[config.mk]
export PLATFORM = sky130hd
export DESIGN_NAME = waveform_dump_signal_filter
export DESIGN_NICKNAME = d
export VERILOG_FILES = /design/src/vdsf_pkg.sv /design/src/vdsf_ram.sv /design/src/vdsf_idmatch.sv /design/src/waveform_dump_signal_filter.sv
export SDC_FILE = /design/constraint.sdc
export NUM_CORES = 1
export LEC_CHECK = 0
export BUFFER_PORTS_ARGS = -buffer_cell sky130_fd_sc_hd__buf_2
export CORE_UTILIZATION = 50
export DETAILED_ROUTE_END_ITERATION = 8
export HOLD_SLACK_MARGIN = 0.12
export PLACE_DENSITY = 0.71
export RECOVER_POWER = 50
export SYNTH_ARGS = -nofsm -noshare
export SYNTH_HDL_FRONTEND = slang
export SYNTH_SLANG_ARGS = --single-unit
[constraint.sdc]
create_clock -name i_clk -period 8.5 [get_ports i_clk]
set_clock_uncertainty 0.15 [all_clocks]
set_input_delay 1.7 -clock i_clk [delete_from_list [all_inputs] [get_ports i_clk]]
set_output_delay 1.7 -clock i_clk [all_outputs]
set_load 0.005 [all_outputs]
[src/vdsf_pkg.sv]
package vdsf_pkg;

    // block dimensions
    localparam int ID_CHARS    = 8;
    localparam int STAMP_BYTES = 24;
    localparam int ID_SLOTS    = 4;

    // derived widths
    localparam int CFG_W       = 64;
    localparam int CFG_IDX_W   = 3;
    localparam int SLOT_CNT_W  = 3;
    localparam int ID_W        = 8 * ID_CHARS;
    localparam int ID_LEN_W    = $clog2(ID_CHARS + 2);
    localparam int ID_IDX_W    = (ID_CHARS > 1) ? $clog2(ID_CHARS) : 1;
    localparam int STAMP_AW    = $clog2(STAMP_BYTES);
    localparam int STAMP_LEN_W = $clog2(STAMP_BYTES);
    localparam int IDX_W       = (STAMP_AW > ID_IDX_W) ? STAMP_AW : ID_IDX_W;

    // characters of the dump text
    localparam logic [7:0] CH_HASH   = 8'h23;
    localparam logic [7:0] CH_DOLLAR = 8'h24;
    localparam logic [7:0] CH_NL     = 8'h0a;

    // configuration register indexes
    localparam logic [CFG_IDX_W-1:0] CFG_KEEP_ID_0  = 3'd0;
    localparam logic [CFG_IDX_W-1:0] CFG_KEEP_ID_1  = 3'd1;
    localparam logic [CFG_IDX_W-1:0] CFG_KEEP_ID_2  = 3'd2;
    localparam logic [CFG_IDX_W-1:0] CFG_KEEP_ID_3  = 3'd3;
    localparam logic [CFG_IDX_W-1:0] CFG_KEEP_COUNT = 3'd4;

    typedef enum logic [1:0] {
        K_NONE,
        K_STAMP,
        K_CMD,
        K_VALUE
    } t_line_kind;

    typedef enum logic [2:0] {
        E_IDLE,
        E_STAMP,
        E_STAMP_NL,
        E_VALUE,
        E_ID,
        E_NL
    } t_emit_state;

    typedef struct packed {
        logic                 we;
        logic [CFG_IDX_W-1:0] index;
        logic [CFG_W-1:0]     data;
    } t_cfg_wr;

endpackage

[src/vdsf_ram.sv]
module vdsf_ram #(
    parameter int WIDTH = 8,
    parameter int DEPTH = 24
) (
    input  logic                     i_clk,
    input  logic                     i_we,
    input  logic [$clog2(DEPTH)-1:0] i_waddr,
    input  logic [WIDTH-1:0]         i_wdata,
    input  logic [$clog2(DEPTH)-1:0] i_raddr,
    output logic [WIDTH-1:0]         o_rdata
);

    logic [WIDTH-1:0] r_mem [DEPTH];
    logic [WIDTH-1:0] r_rdata;

    always_ff @(posedge i_clk) begin
        if (i_we) begin
            r_mem[i_waddr] <= i_wdata;
        end
        r_rdata <= r_mem[i_raddr];
    end

    assign o_rdata = r_rdata;

endmodule

[src/vdsf_idmatch.sv]
module vdsf_idmatch (
    input  logic                     i_clk,
    input  logic                     i_rst_n,
    input  vdsf_pkg::t_cfg_wr        i_cfg,
    input  logic [vdsf_pkg::ID_W-1:0]     i_id_chars,
    input  logic [vdsf_pkg::ID_LEN_W-1:0] i_id_len,
    output logic                     o_kept
);
    import vdsf_pkg::*;

    logic [CFG_W-1:0]      r_keep [ID_SLOTS];
    logic [SLOT_CNT_W-1:0] r_count;
    logic                  hit;

    // kept id table, written by the user only while the block is idle, not enforced
    always_ff @(posedge i_clk) begin
        if (!i_rst_n) begin
            for (int k = 0; k < ID_SLOTS; k++) begin
                r_keep[k] <= '0;
            end
            r_count <= '0;
        end else if (i_cfg.we) begin
            for (int k = 0; k < ID_SLOTS; k++) begin
                if (i_cfg.index == CFG_KEEP_ID_0 + CFG_IDX_W'(k)) begin
                    r_keep[k] <= i_cfg.data;
                end
            end
            if (i_cfg.index == CFG_KEEP_COUNT) begin
                r_count <= i_cfg.data[SLOT_CNT_W-1:0];
            end
        end
    end

    // slots at or above the count are unused, a count above the table size uses all
    always_comb begin
        hit = 1'b0;
        for (int k = 0; k < ID_SLOTS; k++) begin
            if (SLOT_CNT_W'(k) < r_count && r_keep[k] == CFG_W'(i_id_chars)) begin
                hit = 1'b1;
            end
        end
    end

    assign o_kept = hit && (i_id_len <= ID_LEN_W'(ID_CHARS));

endmodule

[src/waveform_dump_signal_filter.sv]
// Value-change-dump signal filter. Bytes of dump text come in one request per
// cycle while the input is not stalled; each line is classed by its first
// byte: '#' lines are timestamps and are held in a small stamp memory as the
// pending timestamp, '$' lines are commands and are dropped, and any other
// line is a value change (value byte, then the signal id). Empty lines are
// skipped. On the newline of a value change whose id equals one of the kept
// ids (configuration registers 0..3, register 4 giving how many are in use)
// the block emits the pending timestamp line once, newline appended, then the
// value-change line; the last byte carries out_last. Timestamps beyond
// STAMP_BYTES-1 characters are cut and their bytes flagged stamp_truncated;
// ids longer than ID_CHARS never match. Every byte that causes no output is
// taken without holding off input. A matching newline holds off further input
// while the emitter walks its sequence at one output byte per cycle while the
// output side does not stall, fed by the stamp memory's registered read port.
// The next input is taken as soon as the final byte sits in the output
// register. Configuration must be written by the user only while idle; the
// block itself does not enforce it.
module waveform_dump_signal_filter (
    input  logic                            i_clk,
    input  logic                            i_rst_n,
    // input byte stream
    input  logic                            i_in_valid,
    output logic                            o_in_stall,
    input  logic [7:0]                      i_in_char,
    // filtered output stream
    output logic                            o_out_valid,
    input  logic                            i_out_stall,
    output logic [7:0]                      o_out_char,
    output logic                            o_out_last,
    output logic                            o_stamp_truncated,
    // configuration writes
    input  logic                            i_cfg_we,
    input  logic [vdsf_pkg::CFG_IDX_W-1:0]  i_cfg_index,
    input  logic [vdsf_pkg::CFG_W-1:0]      i_cfg_data
);
    import vdsf_pkg::*;

    // line parser state
    logic                   r_at_start, n_at_start;
    t_line_kind             r_kind, n_kind;
    logic [7:0]             r_value, n_value;
    logic [ID_W-1:0]        r_id_chars, n_id_chars;
    logic [ID_LEN_W-1:0]    r_id_len, n_id_len;
    logic [STAMP_LEN_W-1:0] r_stamp_len, n_stamp_len;
    logic                   r_stamp_ovf, n_stamp_ovf;

    // emitter state
    t_emit_state            r_emit, n_emit;
    logic [IDX_W-1:0]       r_idx, n_idx;

    // output register
    logic                   r_out_valid, n_out_valid;
    logic [7:0]             r_out_char, n_out_char;
    logic                   r_out_last, n_out_last;
    logic                   r_out_trunc, n_out_trunc;

    logic                   in_acc;
    logic                   out_free;
    logic                   kept;
    logic                   start_emit;
    logic                   stamp_clear;
    logic                   ram_we;
    logic [STAMP_AW-1:0]    ram_waddr;
    logic [7:0]             ram_wdata;
    logic [7:0]             ram_rdata;
    logic [ID_W-1:0]        id_shift;
    logic                   emit_load;
    logic [7:0]             emit_char;
    logic                   emit_last;
    logic                   emit_trunc;
    t_cfg_wr                cfg_wr;

    assign in_acc     = i_in_valid && !o_in_stall;
    assign out_free   = !r_out_valid || !i_out_stall;
    assign o_in_stall = (r_emit != E_IDLE);

    assign cfg_wr.we    = i_cfg_we;
    assign cfg_wr.index = i_cfg_index;
    assign cfg_wr.data  = i_cfg_data;

    vdsf_idmatch u_idmatch (
        .i_clk      (i_clk),
        .i_rst_n    (i_rst_n),
        .i_cfg      (cfg_wr),
        .i_id_chars (r_id_chars),
        .i_id_len   (r_id_len),
        .o_kept     (kept)
    );

    // pending timestamp text; only entries below the stamp length are ever emitted
    vdsf_ram #(
        .WIDTH (8),
        .DEPTH (STAMP_BYTES)
    ) u_stamp_ram (
        .i_clk   (i_clk),
        .i_we    (ram_we),
        .i_waddr (ram_waddr),
        .i_wdata (ram_wdata),
        .i_raddr (n_idx[STAMP_AW-1:0]),
        .o_rdata (ram_rdata)
    );

    // newline of a kept value-change line starts the emitter
    assign start_emit  = in_acc && !r_at_start && i_in_char == CH_NL
                         && r_kind == K_VALUE && kept;
    // pending timestamp is consumed once its newline has gone out
    assign stamp_clear = (r_emit == E_STAMP_NL) && out_free;

    // line parser
    always_comb begin
        n_at_start  = r_at_start;
        n_kind      = r_kind;
        n_value     = r_value;
        n_id_chars  = r_id_chars;
        n_id_len    = r_id_len;
        n_stamp_len = r_stamp_len;
        n_stamp_ovf = r_stamp_ovf;
        ram_we      = 1'b0;
        ram_waddr   = r_stamp_len[STAMP_AW-1:0];
        ram_wdata   = i_in_char;

        if (stamp_clear) begin
            n_stamp_len = '0;
            n_stamp_ovf = 1'b0;
        end

        if (in_acc) begin
            if (r_at_start) begin
                // empty lines are skipped
                if (i_in_char != CH_NL) begin
                    n_at_start = 1'b0;
                    if (i_in_char == CH_HASH) begin
                        // a new timestamp replaces the pending one at once
                        n_kind      = K_STAMP;
                        n_stamp_len = STAMP_LEN_W'(1);
                        n_stamp_ovf = 1'b0;
                        ram_we      = 1'b1;
                        ram_waddr   = '0;
                    end else if (i_in_char == CH_DOLLAR) begin
                        n_kind = K_CMD;
                    end else begin
                        n_kind     = K_VALUE;
                        n_value    = i_in_char;
                        n_id_chars = '0;
                        n_id_len   = '0;
                    end
                end
            end else if (i_in_char == CH_NL) begin
                n_kind     = K_NONE;
                n_at_start = 1'b1;
            end else if (r_kind == K_VALUE) begin
                if (r_id_len < ID_LEN_W'(ID_CHARS)) begin
                    n_id_chars = r_id_chars
                                 | (ID_W'(i_in_char) << {r_id_len, 3'b000});
                    n_id_len   = r_id_len + ID_LEN_W'(1);
                end else begin
                    // over-long id, saturate so it never matches
                    n_id_len = ID_LEN_W'(ID_CHARS + 1);
                end
            end else if (r_kind == K_STAMP) begin
                if (r_stamp_len < STAMP_LEN_W'(STAMP_BYTES - 1)) begin
                    ram_we      = 1'b1;
                    n_stamp_len = r_stamp_len + STAMP_LEN_W'(1);
                end else begin
                    n_stamp_ovf = 1'b1;
                end
            end
        end
    end

    // emitter next state; the read address is the next index so that the
    // memory output always holds the entry at the current index
    always_comb begin
        n_emit = r_emit;
        n_idx  = r_idx;
        case (r_emit)
            E_IDLE: begin
                if (start_emit) begin
                    n_emit = (r_stamp_len != '0) ? E_STAMP : E_VALUE;
                    n_idx  = '0;
                end
            end
            E_STAMP: begin
                if (out_free) begin
                    if (r_idx == IDX_W'(r_stamp_len - STAMP_LEN_W'(1))) begin
                        n_emit = E_STAMP_NL;
                    end else begin
                        n_idx = r_idx + IDX_W'(1);
                    end
                end
            end
            E_STAMP_NL: begin
                if (out_free) begin
                    n_emit = E_VALUE;
                end
            end
            E_VALUE: begin
                if (out_free) begin
                    n_emit = (r_id_len == '0) ? E_NL : E_ID;
                    n_idx  = '0;
                end
            end
            E_ID: begin
                if (out_free) begin
                    if (r_idx == IDX_W'(r_id_len - ID_LEN_W'(1))) begin
                        n_emit = E_NL;
                    end else begin
                        n_idx = r_idx + IDX_W'(1);
                    end
                end
            end
            E_NL: begin
                if (out_free) begin
                    n_emit = E_IDLE;
                end
            end
            default: begin
                n_emit = E_IDLE;
            end
        endcase
    end

    assign id_shift = r_id_chars >> {r_idx[ID_IDX_W-1:0], 3'b000};

    // emitter outputs
    always_comb begin
        emit_load  = 1'b0;
        emit_char  = CH_NL;
        emit_last  = 1'b0;
        emit_trunc = 1'b0;
        case (r_emit)
            E_IDLE: begin
                emit_load = 1'b0;
            end
            E_STAMP: begin
                emit_load  = out_free;
                emit_char  = ram_rdata;
                emit_trunc = r_stamp_ovf;
            end
            E_STAMP_NL: begin
                emit_load  = out_free;
                emit_trunc = r_stamp_ovf;
            end
            E_VALUE: begin
                emit_load = out_free;
                emit_char = r_value;
            end
            E_ID: begin
                emit_load = out_free;
                emit_char = id_shift[7:0];
            end
            E_NL: begin
                emit_load = out_free;
                emit_last = 1'b1;
            end
            default: begin
                emit_load = 1'b0;
            end
        endcase
    end

    // output register
    always_comb begin
        n_out_valid = r_out_valid;
        n_out_char  = r_out_char;
        n_out_last  = r_out_last;
        n_out_trunc = r_out_trunc;
        if (emit_load) begin
            n_out_valid = 1'b1;
            n_out_char  = emit_char;
            n_out_last  = emit_last;
            n_out_trunc = emit_trunc;
        end else if (!i_out_stall) begin
            n_out_valid = 1'b0;
        end
    end

    always_ff @(posedge i_clk) begin
        if (!i_rst_n) begin
            r_at_start  <= 1'b1;
            r_kind      <= K_NONE;
            r_value     <= '0;
            r_id_chars  <= '0;
            r_id_len    <= '0;
            r_stamp_len <= '0;
            r_stamp_ovf <= 1'b0;
            r_emit      <= E_IDLE;
            r_idx       <= '0;
            r_out_valid <= 1'b0;
        end else begin
            r_at_start  <= n_at_start;
            r_kind      <= n_kind;
            r_value     <= n_value;
            r_id_chars  <= n_id_chars;
            r_id_len    <= n_id_len;
            r_stamp_len <= n_stamp_len;
            r_stamp_ovf <= n_stamp_ovf;
            r_emit      <= n_emit;
            r_idx       <= n_idx;
            r_out_valid <= n_out_valid;
        end
    end

    always_ff @(posedge i_clk) begin
        r_out_char  <= n_out_char;
        r_out_last  <= n_out_last;
        r_out_trunc <= n_out_trunc;
    end

    assign o_out_valid       = r_out_valid;
    assign o_out_char        = r_out_char;
    assign o_out_last        = r_out_last;
    assign o_stamp_truncated = r_out_trunc;

    // the closing newline is never a timestamp byte
    a_last_not_trunc: assert property (@(posedge i_clk) disable iff (!i_rst_n)
        r_out_valid && r_out_last |-> !r_out_trunc)
        else $error("last byte flagged as truncated timestamp");

    // stamp length stays inside the memory
    a_stamp_len_range: assert property (@(posedge i_clk) disable iff (!i_rst_n)
        r_stamp_len <= STAMP_LEN_W'(STAMP_BYTES - 1))
        else $error("stamp length beyond buffer");

    // timestamp is emitted once and then cleared
    a_stamp_cleared: assert property (@(posedge i_clk) disable iff (!i_rst_n)
        (r_emit == E_STAMP_NL) && out_free |=> r_stamp_len == '0 && !r_stamp_ovf)
        else $error("pending timestamp not cleared after emission");

    // emission only starts from an accepted newline of a value line
    a_start_on_nl: assert property (@(posedge i_clk) disable iff (!i_rst_n)
        r_emit == E_IDLE && n_emit != E_IDLE |-> in_acc && i_in_char == CH_NL
        && r_kind == K_VALUE)
        else $error("emission started without a value-line newline");

    // emitting a stamp needs a pending one
    a_stamp_pending: assert property (@(posedge i_clk) disable iff (!i_rst_n)
        r_emit == E_STAMP |-> r_stamp_len != '0)
        else $error("stamp emission with nothing pending");

endmodule

==> summary.txt <==
Die
  • FP Rows: 83
  • Die area: 53900 sq um
  • Starting Density: 51.1%
  • Core ar.: 51800 sq um
  • Io pins: 92
  • Die X: 232 um
  • Die Ht: 232 um

Clock network
  • # H-tree levels: 2
  • Later-pin clock latency in the skew report: 640 ps
  • TritonCTS clock tree: done
  • CTS Sinks: 563
  • Post-CTS setup buffer count: 0
  • Root Buffer: clkbuf_16
  • Hold bufs inserted after CTS: 0
  • Clock transition at the registers of the reported paths: 60 ps
  • Max Root-Sink Buffers: 3
  • TritonCTS Buffers: 59
  • Post_cts resized: 0

STA
  • Peak Freq: 153 MHz
  • Final setup fails: 0
  • Slew Limit Fails: 564
  • Unrepaired setup endpoints after global routing: false
  • Max_slew headroom: -195%
  • Final Hold Fails: 0
  • Period utilisation layout: 77.0%
  • Least-Margin Pin Slew: 4420 ps
  • Post-route minimum period: 6550 ps
  • Setup TNS: 0 ps

Hold path
  • HP Start: r_stamp_ovf$_SDFF_PN0_
  • Hold-critical path depth: 2
  • Hold EP: r_stamp_ovf$_SDFF_PN0_
  • Hold WC Path Type: reg -> reg

Global routing
  • Peak-usage layer in the global routing report: met2
  • GRT met3 Usage: 4.24%
  • Initial antenna violation count: 0
  • Vias in the first global route: 17500
  • Met1 usage: 43.5%
  • First-pass GRT wire length: 127 mm
  • Tot GR Track Use: 33.7%
  • Met2 Track Usage GR: 55.5%
  • Largest net degree at the start of global routing: 65
  • Grt total ovfl: 0

Place
  • Placed Area: 27500 sq um
  • PortBufs: 91
  • Placer congestion estimate: 0.976
  • Hpwl dp: 65.2 mm

Layout
  • Area of the multi-input gates: 9930 sq um
  • # nets final: 2292
  • Most frequent cells in the layout: edfxtp_1 (458), and2_1 (249), xor2_1 (164)
  • Commonest non-fill, non-tap cell in the layout: edfxtp_1
  • Share of cells above drive strength 1: 10.0%
  • FF+latch area: 15900 sq um
  • Fin area: 29400 sq um
  • FILL cells: 4257
  • Area Growth Syn to Fin: 11.0%

Critical path
  • CP startpoint: i_cfg_we
  • CP cell instances: clkbuf_1, nand2_1, o21ai_0, clkbuf_1
  • Most numerous cell on the critical path: clkbuf_1
  • R2R depth: 13
  • Critical path's slowest cell: clkbuf_1
  • R2R Path End: u_stamp_ram.o_rdata[6]$_DFF_P_
  • Max incr delay on CP: 2750 ps
  • Peak fanout along the critical path: 53
  • Data required, critical path: 8500 ps
  • Critical Path Start Type: input pin
  • Buffers & Inverters on Critical Path: 2
  • Setup slack, reg-to-reg: 2670 ps
  • Cell family with most CP delay: buffers and inverters
  • Crit path capture type: flip-flop
  • Worst r2r src: r_idx[0]$_SDFF_PN0_
  • Data arrival, critical path: 6540 ps
  • CP Class: in -> reg

Run status
  • Failing checks: capacitance limit, slew limit
  • Status: complete, but fails checks

Yosys
  • Primary FF master, synth: edfxtp_1
  • Post-synthesis sequential element count: 563
  • Synth warn: 0
  • Number of synthesized flops with an enable pin: 458
  • Sequential share of the synthesized area: 59.9%
  • Synthesized area: 26500 sq um
  • Post-synth ARST share: 0%
  • Mean Syn Cell Area: 12.2 sq um
  • Post-Syn Instances: 2169
  • Synth unique cells: 74

Detailed routing
  • Final ANT Viol Nets: 0
  • Vias per Instance: 6.15
  • Drt total wl: 90.1 mm
  • DR pass1 iterations: 6
  • # DRC: 0
  • Vias: 18100
  • Routed len/inst: 30.7 um
  • Iteration-0 DRC count of the detailed router: 2016

Job
  • Max-cap violations: 14

Power and ir drop
  • Pleak: 10.1 nW
  • Peak VDD IR: 0.196 mV
  • PD cells: 212 nW/um^2
[power breakdown]
group | internal, W | switching (W)
Sequential | 0.00308 | 0.0000645
Clock | 0.00161 | 0.00111
Combinational | 0.0000960 | 0.000258
[metrics by stage]
step           cells  hold WS [ps]  worst slack [ps]  power [W]  utilization [%]
2_1_floorplan   2176           282              1130    0.00336                -
3_3_place_gp    2823           301              2420    0.00354             53.0
3_5_place_dp    2823           308              2340    0.00355             53.0
4_1_cts         2935           318              3000    0.00623             56.9
5_1_grt         2935           371              1680    0.00636             56.7
6_report        2936           317              1950    0.00623             56.7
[flip-flops by register name, indices dropped and copies added, names as in the netlist, 2 cells and up]
signal,flops
u_stamp_ram.r_mem,192
r_emit,3
r_id_len,4
u_idmatch.r_keep,256
r_kind,2
r_idx,5
r_value,8
r_id_chars,64
o_out_char,8
r_stamp_len,5
u_idmatch.r_count,3
u_stamp_ram.o_rdata,8
[kinds of logic (layout without fill, tap and decap cells)]
kind of cell             Yosys count  in the layout  share of synthesized area, %
XOR/XNOR                         231            231                          7.64
flip-flops                       563            563                          59.9
adder cells (fa/ha/maj)            8              8                         0.378
AO/OA/AOI/OAI                    230            230                          5.67
multiplexers                     154            154                          6.61
AND/OR/NAND/NOR                  802            802                          16.9
buffers and inverters            180            259                          2.84
other                              1              9                        0.0142
[cell usage after synthesis (all sizes together), types with 6 or more instances]
master | n | area [sq um]
o211ai | 9 | 77.6
or4 | 7 | 52.6
xor2 | 164 | 1440
a22oi | 19 | 143
nand2b | 71 | 444
a21oi | 101 | 505
mux2i | 131 | 1310
or3 | 7 | 43.8
nand3 | 43 | 215
nor3 | 21 | 105
edfxtp | 458 | 13800
nor4 | 76 | 494
ha | 8 | 100
mux4 | 16 | 360
nand2 | 72 | 273
dfxtp | 105 | 2100
and2 | 261 | 1630
a221oi | 7 | 61.3
o2111ai | 15 | 131
clkbuf | 109 | 409
nor2 | 149 | 559
buf | 38 | 219
nor4b | 6 | 52.6
nand4 | 49 | 307
o21ai | 20 | 100
inv | 32 | 120
nor2b | 10 | 62.6
a31oi | 7 | 65.1
mux2 | 7 | 78.8
o22ai | 19 | 125
nand4b | 6 | 52.6
xnor2 | 67 | 587
[worst max path at each step]
stage	to	slack (ps)	cells past startpoint
finish	u_idmatch.r_keep[3][9]$_SDFFCE_PN0P_	1950	4
floorplan	u_idmatch.r_keep[0][0]$_SDFFCE_PN0P_	1130	2
global placement	u_stamp_ram.o_rdata[7]$_DFF_P_	2420	11
CTS	u_stamp_ram.o_rdata[4]$_DFF_P_	3000	11
global route	u_stamp_ram.o_rdata[4]$_DFF_P_	1680	12
detailed placement	u_stamp_ram.o_rdata[4]$_DFF_P_	2340	11
[worst reg2reg max path: cells and delay by family, from the launching register on]
kind / cells / cell delay (ps)
simple gates: 1 / 130
flops: 1 / 320
compound gates: 5 / 1710
buf+inv: 3 / 2420
mux: 3 / 800
xor+xnor: 1 / 200
[cell type report]
cell class / count / share of cell area (%)
Antenna cell: 1 / 0.00852
Clock buffer: 86 / 5.82
Clock inverter: 26 / 1.13
Inverter: 33 / 0.422
Multi-Input combinational cell: 1433 / 33.8
Sequential cell: 563 / 54.0
Tap cell: 680 / 2.90
Timing Repair Buffer: 114 / 1.97
[per-layer routing]
metal,part of all wire (%),vias to the layer above
li1,-,7914
met1,40,9062
met2,48,888
met3,6.6,194
met4,5.9,0
met5,0,-
(Power assumes the default switching activity.)
